`config.mk`:
```
export PLATFORM = sky130hd
export DESIGN_NAME = positional_list_insert_remove_unit
export DESIGN_NICKNAME = d
export VERILOG_FILES = /design/src/rtl/plr_pkg.sv /design/src/rtl/positional_list_insert_remove_unit.sv /design/src/rtl/plr_ram.sv
export SDC_FILE = /design/constraint.sdc
export NUM_CORES = 2
export LEC_CHECK = 0
export ABC_AREA = 1
export BUFFER_PORTS_ARGS = -buffer_cell sky130_fd_sc_hd__buf_4
export CAP_MARGIN = 20
export CORE_ASPECT_RATIO = 1.2
export CORE_MARGIN = 4
export CORE_UTILIZATION = 30
export CTS_BUF_LIST = sky130_fd_sc_hd__clkbuf_8
export DETAILED_ROUTE_END_ITERATION = 7
export PLACE_DENSITY = 0.42
export SYNTH_ARGS = -nofsm -noshare
export SYNTH_HDL_FRONTEND = slang
export SYNTH_SLANG_ARGS = --single-unit
```
`constraint.sdc`:
```
create_clock -name clk -period 11.2 [get_ports clk]
set_clock_uncertainty 0.2 [all_clocks]
set_input_delay 2.24 -clock clk [delete_from_list [all_inputs] [get_ports clk]]
set_output_delay 2.24 -clock clk [all_outputs]
set_load 0.01 [all_outputs]
```
`src/rtl/plr_pkg.sv`:
```
// ----------------------------------------------------------------------------
// plr_pkg
// Opcodes and status codes shared by the positional list insert/remove unit.
// ----------------------------------------------------------------------------
package plr_pkg;

	// command opcodes
	localparam logic [2:0] OP_INS_FRONT = 3'd0;
	localparam logic [2:0] OP_INS_AT    = 3'd1;
	localparam logic [2:0] OP_INS_BACK  = 3'd2;
	localparam logic [2:0] OP_REM_FRONT = 3'd3;
	localparam logic [2:0] OP_REM_AT    = 3'd4;
	localparam logic [2:0] OP_REM_BACK  = 3'd5;

	// result status codes
	localparam logic [1:0] ST_OK     = 2'd0;
	localparam logic [1:0] ST_FULL   = 2'd1;
	localparam logic [1:0] ST_EMPTY  = 2'd2;
	localparam logic [1:0] ST_BADPOS = 2'd3;

endpackage

```
`src/rtl/positional_list_insert_remove_unit.sv`:
```
// ----------------------------------------------------------------------------
// positional_list_insert_remove_unit
// Ordered list in one RAM; inserts and removals shift the tail by one slot,
// one entry per cycle through a read-then-write pipeline.
// ----------------------------------------------------------------------------
// Sequence: a failed or no-op command finishes straight from idle; an insert at
//   the end goes to PUT; other inserts pass RUN, DRAIN, PUT; removals RUN, DRAIN.
// Commands: one command at a time; the tail moves through the single RAM
//   write port, one entry per cycle.
// Reset: count clears to zero; the RAM needs no clearing pass.
// The receiver cannot stall: the done strobe lasts exactly one cycle.
module positional_list_insert_remove_unit #(
	parameter int DEPTH       = 64,
	parameter int ENTRY_WIDTH = 32
) (
	input  logic        clk,
	input  logic        arst_n,
	input  logic        start,
	output logic        busy,
	input  logic [2:0]  opcode,
	input  logic [6:0]  position,
	input  logic [31:0] entry_value,
	output logic        done,
	output logic [31:0] removed_value,
	output logic [1:0]  status,
	output logic [6:0]  entry_count
);

	localparam int AW  = $clog2(DEPTH);
	localparam int CW  = $clog2(DEPTH + 1);
	localparam int PCW = (CW > 7) ? CW : 7;

	localparam logic [2:0] S_IDLE  = 3'd0;
	localparam logic [2:0] S_RUN   = 3'd1;
	localparam logic [2:0] S_DRAIN = 3'd2;
	localparam logic [2:0] S_PUT   = 3'd3;

	logic [2:0]             state_q;
	logic [CW-1:0]          count_q;
	logic [AW-1:0]          ptr_q;
	logic [AW-1:0]          last_q;
	logic [AW-1:0]          pos_q;
	logic                   ins_q;
	logic [ENTRY_WIDTH-1:0] val_q;
	logic                   done_q;
	logic [1:0]             status_q;
	logic [ENTRY_WIDTH-1:0] removed_q;
	logic                   rvalid_s1;
	logic                   first_s1;
	logic [AW-1:0]          waddr_s1;

	logic                   mem_we;
	logic [AW-1:0]          mem_waddr;
	logic [ENTRY_WIDTH-1:0] mem_wdata;
	logic [ENTRY_WIDTH-1:0] mem_rdata;

	logic                   accept;
	logic [PCW-1:0]         count_ext;
	logic [PCW-1:0]         eff_pos;
	logic                   is_ins;
	logic                   is_rem;
	logic [1:0]             chk_status;

	assign accept    = start && !busy;
	assign busy      = (state_q != S_IDLE);
	assign count_ext = PCW'(count_q);

	// effective slot and checks for the incoming command
	always_comb begin
		is_ins  = 1'b0;
		is_rem  = 1'b0;
		eff_pos = '0;
		unique case (opcode)
			plr_pkg::OP_INS_FRONT: begin
				is_ins = 1'b1;
			end
			plr_pkg::OP_INS_AT: begin
				is_ins  = 1'b1;
				eff_pos = PCW'(position);
			end
			plr_pkg::OP_INS_BACK: begin
				is_ins  = 1'b1;
				eff_pos = count_ext;
			end
			plr_pkg::OP_REM_FRONT: begin
				is_rem = 1'b1;
			end
			plr_pkg::OP_REM_AT: begin
				is_rem  = 1'b1;
				eff_pos = PCW'(position);
			end
			plr_pkg::OP_REM_BACK: begin
				is_rem  = 1'b1;
				eff_pos = (count_q == '0) ? '0 : count_ext - PCW'(1);
			end
			default: begin
			end
		endcase

		chk_status = plr_pkg::ST_OK;
		if (is_ins) begin
			if (count_q == CW'(DEPTH))
				chk_status = plr_pkg::ST_FULL;
			else if (eff_pos > count_ext)
				chk_status = plr_pkg::ST_BADPOS;
		end else if (is_rem) begin
			if (count_q == '0)
				chk_status = plr_pkg::ST_EMPTY;
			else if (eff_pos >= count_ext)
				chk_status = plr_pkg::ST_BADPOS;
		end
	end

	// single write port: shifted entry from the pipeline, or the new entry
	always_comb begin
		if (state_q == S_PUT) begin
			mem_we    = 1'b1;
			mem_waddr = pos_q;
			mem_wdata = val_q;
		end else begin
			mem_we    = rvalid_s1 && !first_s1;
			mem_waddr = waddr_s1;
			mem_wdata = mem_rdata;
		end
	end

	plr_ram #(
		.WIDTH (ENTRY_WIDTH),
		.DEPTH (DEPTH)
	) u_slots (
		.clk   (clk),
		.we    (mem_we),
		.waddr (mem_waddr),
		.wdata (mem_wdata),
		.raddr (ptr_q),
		.rdata (mem_rdata)
	);

	// control sequencer and read pipeline stage
	always_ff @(posedge clk or negedge arst_n) begin
		if (!arst_n) begin
			state_q   <= S_IDLE;
			count_q   <= '0;
			ptr_q     <= '0;
			last_q    <= '0;
			done_q    <= 1'b0;
			rvalid_s1 <= 1'b0;
			first_s1  <= 1'b0;
			waddr_s1  <= '0;
		end else begin
			done_q    <= 1'b0;
			rvalid_s1 <= 1'b0;
			first_s1  <= 1'b0;
			unique case (state_q)
				S_IDLE: begin
					if (accept) begin
						if (chk_status != plr_pkg::ST_OK || !(is_ins || is_rem)) begin
							done_q <= 1'b1;
						end else if (is_ins && eff_pos == count_ext) begin
							state_q <= S_PUT;
						end else if (is_ins) begin
							ptr_q   <= AW'(count_q - CW'(1));
							last_q  <= AW'(eff_pos);
							state_q <= S_RUN;
						end else begin
							ptr_q   <= AW'(eff_pos);
							last_q  <= AW'(count_q - CW'(1));
							state_q <= S_RUN;
						end
					end
				end
				S_RUN: begin
					rvalid_s1 <= 1'b1;
					first_s1  <= !ins_q && (ptr_q == pos_q);
					waddr_s1  <= ins_q ? ptr_q + AW'(1) : ptr_q - AW'(1);
					if (ptr_q == last_q)
						state_q <= S_DRAIN;
					else
						ptr_q <= ins_q ? ptr_q - AW'(1) : ptr_q + AW'(1);
				end
				S_DRAIN: begin
					if (ins_q) begin
						state_q <= S_PUT;
					end else begin
						count_q <= count_q - CW'(1);
						done_q  <= 1'b1;
						state_q <= S_IDLE;
					end
				end
				S_PUT: begin
					count_q <= count_q + CW'(1);
					done_q  <= 1'b1;
					state_q <= S_IDLE;
				end
				default: begin
					state_q <= S_IDLE;
				end
			endcase
		end
	end

	// command capture and result payload
	always_ff @(posedge clk) begin
		if (accept) begin
			ins_q     <= is_ins;
			pos_q     <= AW'(eff_pos);
			val_q     <= ENTRY_WIDTH'(entry_value);
			status_q  <= chk_status;
			removed_q <= '0;
		end
		if (rvalid_s1 && first_s1)
			removed_q <= mem_rdata;
	end

	assign done          = done_q;
	assign status        = status_q;
	assign removed_value = 32'(removed_q);
	assign entry_count   = 7'(count_q);

	// accepted command either finishes next cycle or keeps the unit busy
	a_accept_progress: assert property (@(posedge clk) disable iff (!arst_n)
		accept |=> (done || busy))
		else $error("accepted command neither finished nor started");

	a_count_bound: assert property (@(posedge clk) disable iff (!arst_n)
		count_q <= CW'(DEPTH))
		else $error("entry count above depth");

	a_full_status: assert property (@(posedge clk) disable iff (!arst_n)
		(done && status == plr_pkg::ST_FULL) |-> (count_q == CW'(DEPTH)))
		else $error("full status with room left");

	a_fail_zero: assert property (@(posedge clk) disable iff (!arst_n)
		(done && status != plr_pkg::ST_OK) |-> (removed_q == '0))
		else $error("failed command returned a value");

	a_write_range: assert property (@(posedge clk) disable iff (!arst_n)
		mem_we |-> (mem_waddr < AW'(DEPTH - 1) || mem_waddr == AW'(DEPTH - 1)))
		else $error("slot write beyond depth");

endmodule

```
`src/rtl/plr_ram.sv`:
```
// ----------------------------------------------------------------------------
// plr_ram
// Generic single-write, single-read synchronous RAM with registered read.
// ----------------------------------------------------------------------------
module plr_ram #(
	parameter int WIDTH = 32,
	parameter int DEPTH = 64
) (
	input  logic                     clk,
	input  logic                     we,
	input  logic [$clog2(DEPTH)-1:0] waddr,
	input  logic [WIDTH-1:0]         wdata,
	input  logic [$clog2(DEPTH)-1:0] raddr,
	output logic [WIDTH-1:0]         rdata
);

	logic [WIDTH-1:0] mem [DEPTH];

	// write port and registered read port
	always_ff @(posedge clk) begin
		if (we) begin
			mem[waddr] <= wdata;
		end
		rdata <= mem[raddr];
	end

endmodule
```
**After elaboration in Yosys (flattened, before gate mapping)**

Memories as Yosys holds them, arrays and structs flattened. A register that Yosys moved wholly into a read port is not among the register bits.
Cells that the tools add are included.

- Add/subtract/negate cells: 4
- Order comparisons: 2
- Reductions and logical operators: 26
- Multiplexer cells: 40
- $mul: 0
- Div/mod/pow operators: 0
- Bitwise logic cells: 2
- Equality and inequality tests: 18
- Shifts and indexed selects: 0

Operators with widths:

| kind | count |
|---|---|
| 2-to-1 mux 32 bit | 3 |
| 2-to-1 mux 6 bit | 9 |
| one-hot mux 7 bit (3 select lines) | 1 |
| 2-to-1 mux 2 bit | 8 |
| 2-to-1 mux 7 bit | 2 |
| one-hot mux 7 bit (2 select lines) | 1 |
| equality test 3 x 2 -> 1 bit (second input constant) | 4 |
| equality test 6 bit | 2 |
| != test 2 bit (second input constant) | 6 |
| one-hot mux 6 bit (2 select lines) | 1 |
| 2-to-1 mux 1 bit | 10 |
| 2-to-1 mux 3 bit | 3 |
| one-hot mux 3 bit (3 select lines) | 1 |
| nonzero test 2 bit | 4 |
| adder 7 x 1 -> 7 bit (second input constant) | 1 |
| equality test 7 bit | 1 |
| equality test 7 bit (second input constant) | 1 |
| >= comparator 7 bit | 1 |
| > comparator 7 bit | 1 |
| zero test 7 bit | 1 |
| subtractor 7 x 1 -> 7 bit (second input constant) | 1 |
| adder 6 x 1 -> 6 bit (second input constant) | 1 |
| equality test 3 x 1 -> 1 bit (second input constant) | 2 |
| equality test 3 bit (second input constant) | 2 |
| other kinds (14) | 25 |

- Register bits after elaboration: 104
- Memories kept: 1
- Output and inout bits: 43
- Memory bits (writable): 2048
- ROM bits: 0
- Bits in latches: 0

Memories:

| memory | words | width | read ports | clocked after memory_dff | write ports | line | source |
|---|---|---|---|---|---|---|---|
| u_slots.mem | 64 | 32 | 1 | 1 | 1 | plr_ram.sv:17 | `logic [WIDTH-1:0] mem [DEPTH];` |

**Longest topological paths before layout**

- Depth after elaboration: 13
- Gate-level depth with buffers: 23
- Mapped depth without buffers: 23

**By module**

From an unflattened synthesis, not the netlist that was laid out.

- Cell total of the unflattened synthesis: 7354
- Area total of the unflattened synthesis: 88155.8 um^2

Modules (own cells, without submodules):

| module | cells an instance | instances | area an instance (um^2) | seq. area each (um^2) |
|---|---|---|---|---|
| plr_ram | 6769 | 1 | 82738.1 | 62139.6 |
| positional_list_insert_remove_unit | 585 | 1 | 5417.7 | 2942.8 |

**Worst setup path before layout**

No wires, ideal clock.

- Path kind: flip-flop to flip-flop
- Start point: reg state_q[0]
- End point: mem u_slots.mem[32][0] (enable)
- Slack: 5.948 ns
- Cell stages (with the launch flop): 10
- Data required time: 10.498 ns
- Arrival time: 4.550 ns
- Clock period less this slack: 5.252 ns
- Library setup time: 0.502 ns
- Cells stage by stage: dfrtp_1 nand2_1 inv_1 buf_6 or2_2 o21ai_0 inv_1 nor2_1 nand3_1 nor4_1

- Longest elaborated chain between the ends: 4
- Elaborated cells on any way between the ends: 5

RTL lines:

| item | line | source |
|---|---|---|
| from (decl) | positional_list_insert_remove_unit.sv:38 | `logic [2:0] state_q;` |
| from (signal assigned) | positional_list_insert_remove_unit.sv:142 | `state_q <= S_IDLE;` |
| from (signal assigned) | positional_list_insert_remove_unit.sv:160 | `state_q <= S_PUT;` |
| from (signal assigned) | positional_list_insert_remove_unit.sv:164 | `state_q <= S_RUN;` |
| equality test 3 x 2 -> 1 bit (*) | positional_list_insert_remove_unit.sv:116 | `if (state_q == S_PUT) begin` |
| 2-to-1 mux 1 bit | positional_list_insert_remove_unit.sv:116 |  |
| 2-to-1 mux 1 bit | plr_ram.sv:21 | `if (we) begin` |
| 2-to-1 mux 1 bit (not written as such) | plr_ram.sv:22 | `mem[waddr] <= wdata;` |
| to (decl) | plr_ram.sv:17 |  |

Mark *: on every way between the ends. The rest lies on a longest branch, timed or not.

==> flow_metrics.env <==
export IMPL_cts_reportedPaths_clkPinSlew_ns=0.07
export IMPL_rows=214
export IMPL_postCtsSetupBuffers=0
export IMPL_ir_drop_mv=0.2474
export IMPL_synth_area_leaders="edfxtp_1 (74%), o21ai_0 (6.3%), nor2_1 (5.4%)"
export IMPL_final_cells=10650
export IMPL_clock_root_buffer="clkbuf_8"
export IMPL_highest_layer="met5"
export IMPL_period_needed_ns=4.986
export IMPL_finalSetupTns_ns=0
export IMPL_fmax_mhz=200.5
export IMPL_ys_seq_area_frac=0.7605
export IMPL_drc=0
export IMPL_grtUsageTotal=0.1921
export IMPL_crit_chain="buf_4, buf_4, buf_4, o21ai_0, o221ai_1, nand3_1, nand3_1, nand3_1, nand2_1"
export IMPL_cpMaxStageDelayCell="dfrtp_4"
export IMPL_wl_per_cell_um=27.36
export IMPL_area_growth_pct=14.15
export IMPL_synth_area_sq_um=85580
export IMPL_cp_end_kind="register"
export IMPL_hold_path_class="register to register"
export IMPL_synth_cells=6429
export IMPL_path_class="register to register"
export IMPL_gp_congestion=0.8232
export IMPL_num_vias=55670
export IMPL_syn_num_nets=6486
export IMPL_rr_worst_depth=9
export IMPL_maxSlewHeadroom=0.2707
export IMPL_cp_start_kind="register"
export IMPL_drt_pre_antenna_iters=6
export IMPL_dp_hpwl_mm=146.3
export IMPL_nets=6645
export IMPL_timing_final_crit_share=0.4452
export IMPL_start_util=0.3018
export IMPL_maxCapViolCount=0
export IMPL_p_leak_nw=31.35
export IMPL_async_flop_share=0.01374
export IMPL_synthFlopType="edfxtp_1"
export IMPL_synth_warnings=0
export IMPL_cp_required_ns=11.87
export IMPL_grt_pass1_vias=54580
export IMPL_finalHoldViolations=0
export IMPL_synth_area_leader_cell="edfxtp_1"
export IMPL_worstMarginPinSlew_ns=1.091
export IMPL_finalWirelength_mm=291.4
export IMPL_powerDensity_nw_per_um2=286.5
export IMPL_place_inst=10010
export IMPL_cp_depth=9
export IMPL_cts_hold_buf=0
export IMPL_insertion_delay_ns=0.96
export IMPL_wl_met3_mm=16.73
export IMPL_boundaryPins=88
export IMPL_yosysUniqueCellTypes=37
export IMPL_htree_levels=5
export IMPL_multi_input_area_sq_um=18930
export IMPL_drt_iter0_drc=5423
export IMPL_crit_fanout=72
export IMPL_seqCellArea_sq_um=65100
export IMPL_crit_family="buffers and inverters"
export IMPL_die_width_um=495.6
export IMPL_clock_sinks=2183
export IMPL_wl_met2_mm=136.6
export IMPL_n_fill_cell=27800
export IMPL_die_area_sq_um=293900
export IMPL_min_path_cells=1
export IMPL_power_mw=27.99
export IMPL_wirelength_met1_mm=129.6
export IMPL_finalSetupViolations=0
export IMPL_ant_nets=0
export IMPL_cts_path_max_buffers=4
export IMPL_grt_max_degree=181
export IMPL_placed_area_sq_um=91190
export IMPL_die_h_um=593.1
export IMPL_cp_num_buf_inv=3
export IMPL_layout_commonest_cell="edfxtp_1"
export IMPL_coreArea_sq_um=283600
export IMPL_layout_common_cells="edfxtp_1 (2121), nor2_1 (1170), o21ai_0 (1043)"
export IMPL_cts_made_buffers=356
export IMPL_rsz0062_at_grt="no"
export IMPL_cts_tree="done"
export IMPL_max_stage_delay_ns=0.87
export IMPL_grt_pass1_wl_mm=411.5
export IMPL_grt_ovfl_total=0
export IMPL_vias_per_cell=5.227
export IMPL_cts_resized=0
export IMPL_antenna_found_initial=14
export IMPL_synth_top_area_share=0.7443
export IMPL_port_buffers=87
export IMPL_status="finished, final reports clean"
export IMPL_ys_ff_latch=2183
export IMPL_slew_viol_final=0
export IMPL_arrival_ns=5.65
export IMPL_drive_above_1_share=0.1161
export IMPL_design_area_sq_um=97690
export IMPL_avgSynthCellArea_sq_um=13.31
export IMPL_synth_enable_flop_cells=2121
-- cell type report --
cell class	instances	area share
Sequential cell	2183	0.6664
Multi-Input combinational cell	3705	0.1938
Clock buffer	379	0.05340
Tap cell	3780	0.04841
Timing Repair Buffer	253	0.02139
Clock inverter	250	0.01260
Inverter	89	0.003830
Antenna cell	10	0.0002562
-- cell usage after synthesis (3+ instances only) --
cell / instances
edfxtp_1: 2121
nor2_1: 1228
o21ai_0: 1078
nand2_1: 351
clkbuf_1: 310
o22ai_1: 299
nand3_1: 255
o221ai_1: 149
o211ai_1: 111
a21oi_1: 93
inv_1: 82
buf_2: 63
nand4_1: 60
dfxtp_1: 32
dfrtp_1: 30
buf_4: 29
buf_1: 24
buf_6: 24
o21ai_1: 18
xor2_1: 17
ha_1: 12
nor4_1: 8
xnor2_1: 6
inv_2: 5
nor3_1: 4
a221oi_1: 3
or2_2: 3
-- flip-flops by register name (all words and copies together), names as in the netlist --
signal / flops
pos_q: 6
entry_count: 7
rvalid_s1: 1
val_q: 32
removed_value: 32
ptr_q: 6
u_slots.rdata: 32
u_slots.mem: 2048
last_q: 6
ins_q: 1
first_s1: 1
waddr_s1: 6
state_q: 2
status: 2
done: 1
-- power by group --
| group | total (mW) | internal [mW] | leakage (nW) | switching (mW) |
|---|---|---|---|---|
| Clock | 6.52 | 3.29 | 3.83 | 3.22 |
| Sequential | 11.4 | 11.1 | 19.8 | 0.342 |
| Combinational | 10.1 | 2.13 | 7.73 | 7.94 |
-- path summary, 6_finish.rpt --
| kind | slack (ns) | to | start |
|---|---|---|---|
| max reg2reg | 6.21 | u_slots.rdata[19] | ptr_q[0] |
| max | 6.21 | u_slots.rdata[19] | ptr_q[0] |
| min reg2reg | 0.31 | waddr_s1[1] | waddr_s1[1] |
| max in group asynchronous | 9.39 | ptr_q[4] | arst_n |
| min | 0.31 | waddr_s1[1] | waddr_s1[1] |
| min in group asynchronous | 1.04 | entry_count[6] | arst_n |
-- worst reg2reg max path, stage by stage, from the launching register on --
cell and delay (ns):
dfrtp_4 0.87, buf_4 0.75, buf_4 0.78, buf_4 0.82, o21ai_0 0.28, o221ai_1 0.22
nand3_1 0.10, nand3_1 0.34, nand3_1 0.36, nand2_1 0.18
-- through the flow --
| stage | util | worst slack, ns | hold WS, ns |
|---|---|---|---|
| after global routing | 0.3444 | 6.081 | 0.3183 |
| final | 0.3445 | 6.214 | 0.3071 |
| after floorplan | - | 5.948 | 0.2516 |
| after CTS | 0.3443 | 6.272 | 0.3079 |
| after global placement | 0.3214 | 5.913 | 0.2938 |
| after detailed placement | 0.3216 | 5.985 | 0.2923 |
-- metal layers --
layer	up-vias	track usage
li1	24410	-
met1	28870	0.2673
met2	1981	0.3105
met3	402	0.02736
met4	2	0.06152
met5	-	0
-- kinds of logic after synthesis --
| kind of cell | after synthesis | synth area share |
|---|---|---|
| compound gates | 1757 | 0.1172 |
| simple gates | 1913 | 0.08989 |
| buf+inv | 541 | 0.02829 |
| fa+ha+maj | 12 | 0.001754 |
| xor+xnor | 23 | 0.002354 |
| flops | 2183 | 0.7605 |
(Power assumes the default switching activity.)
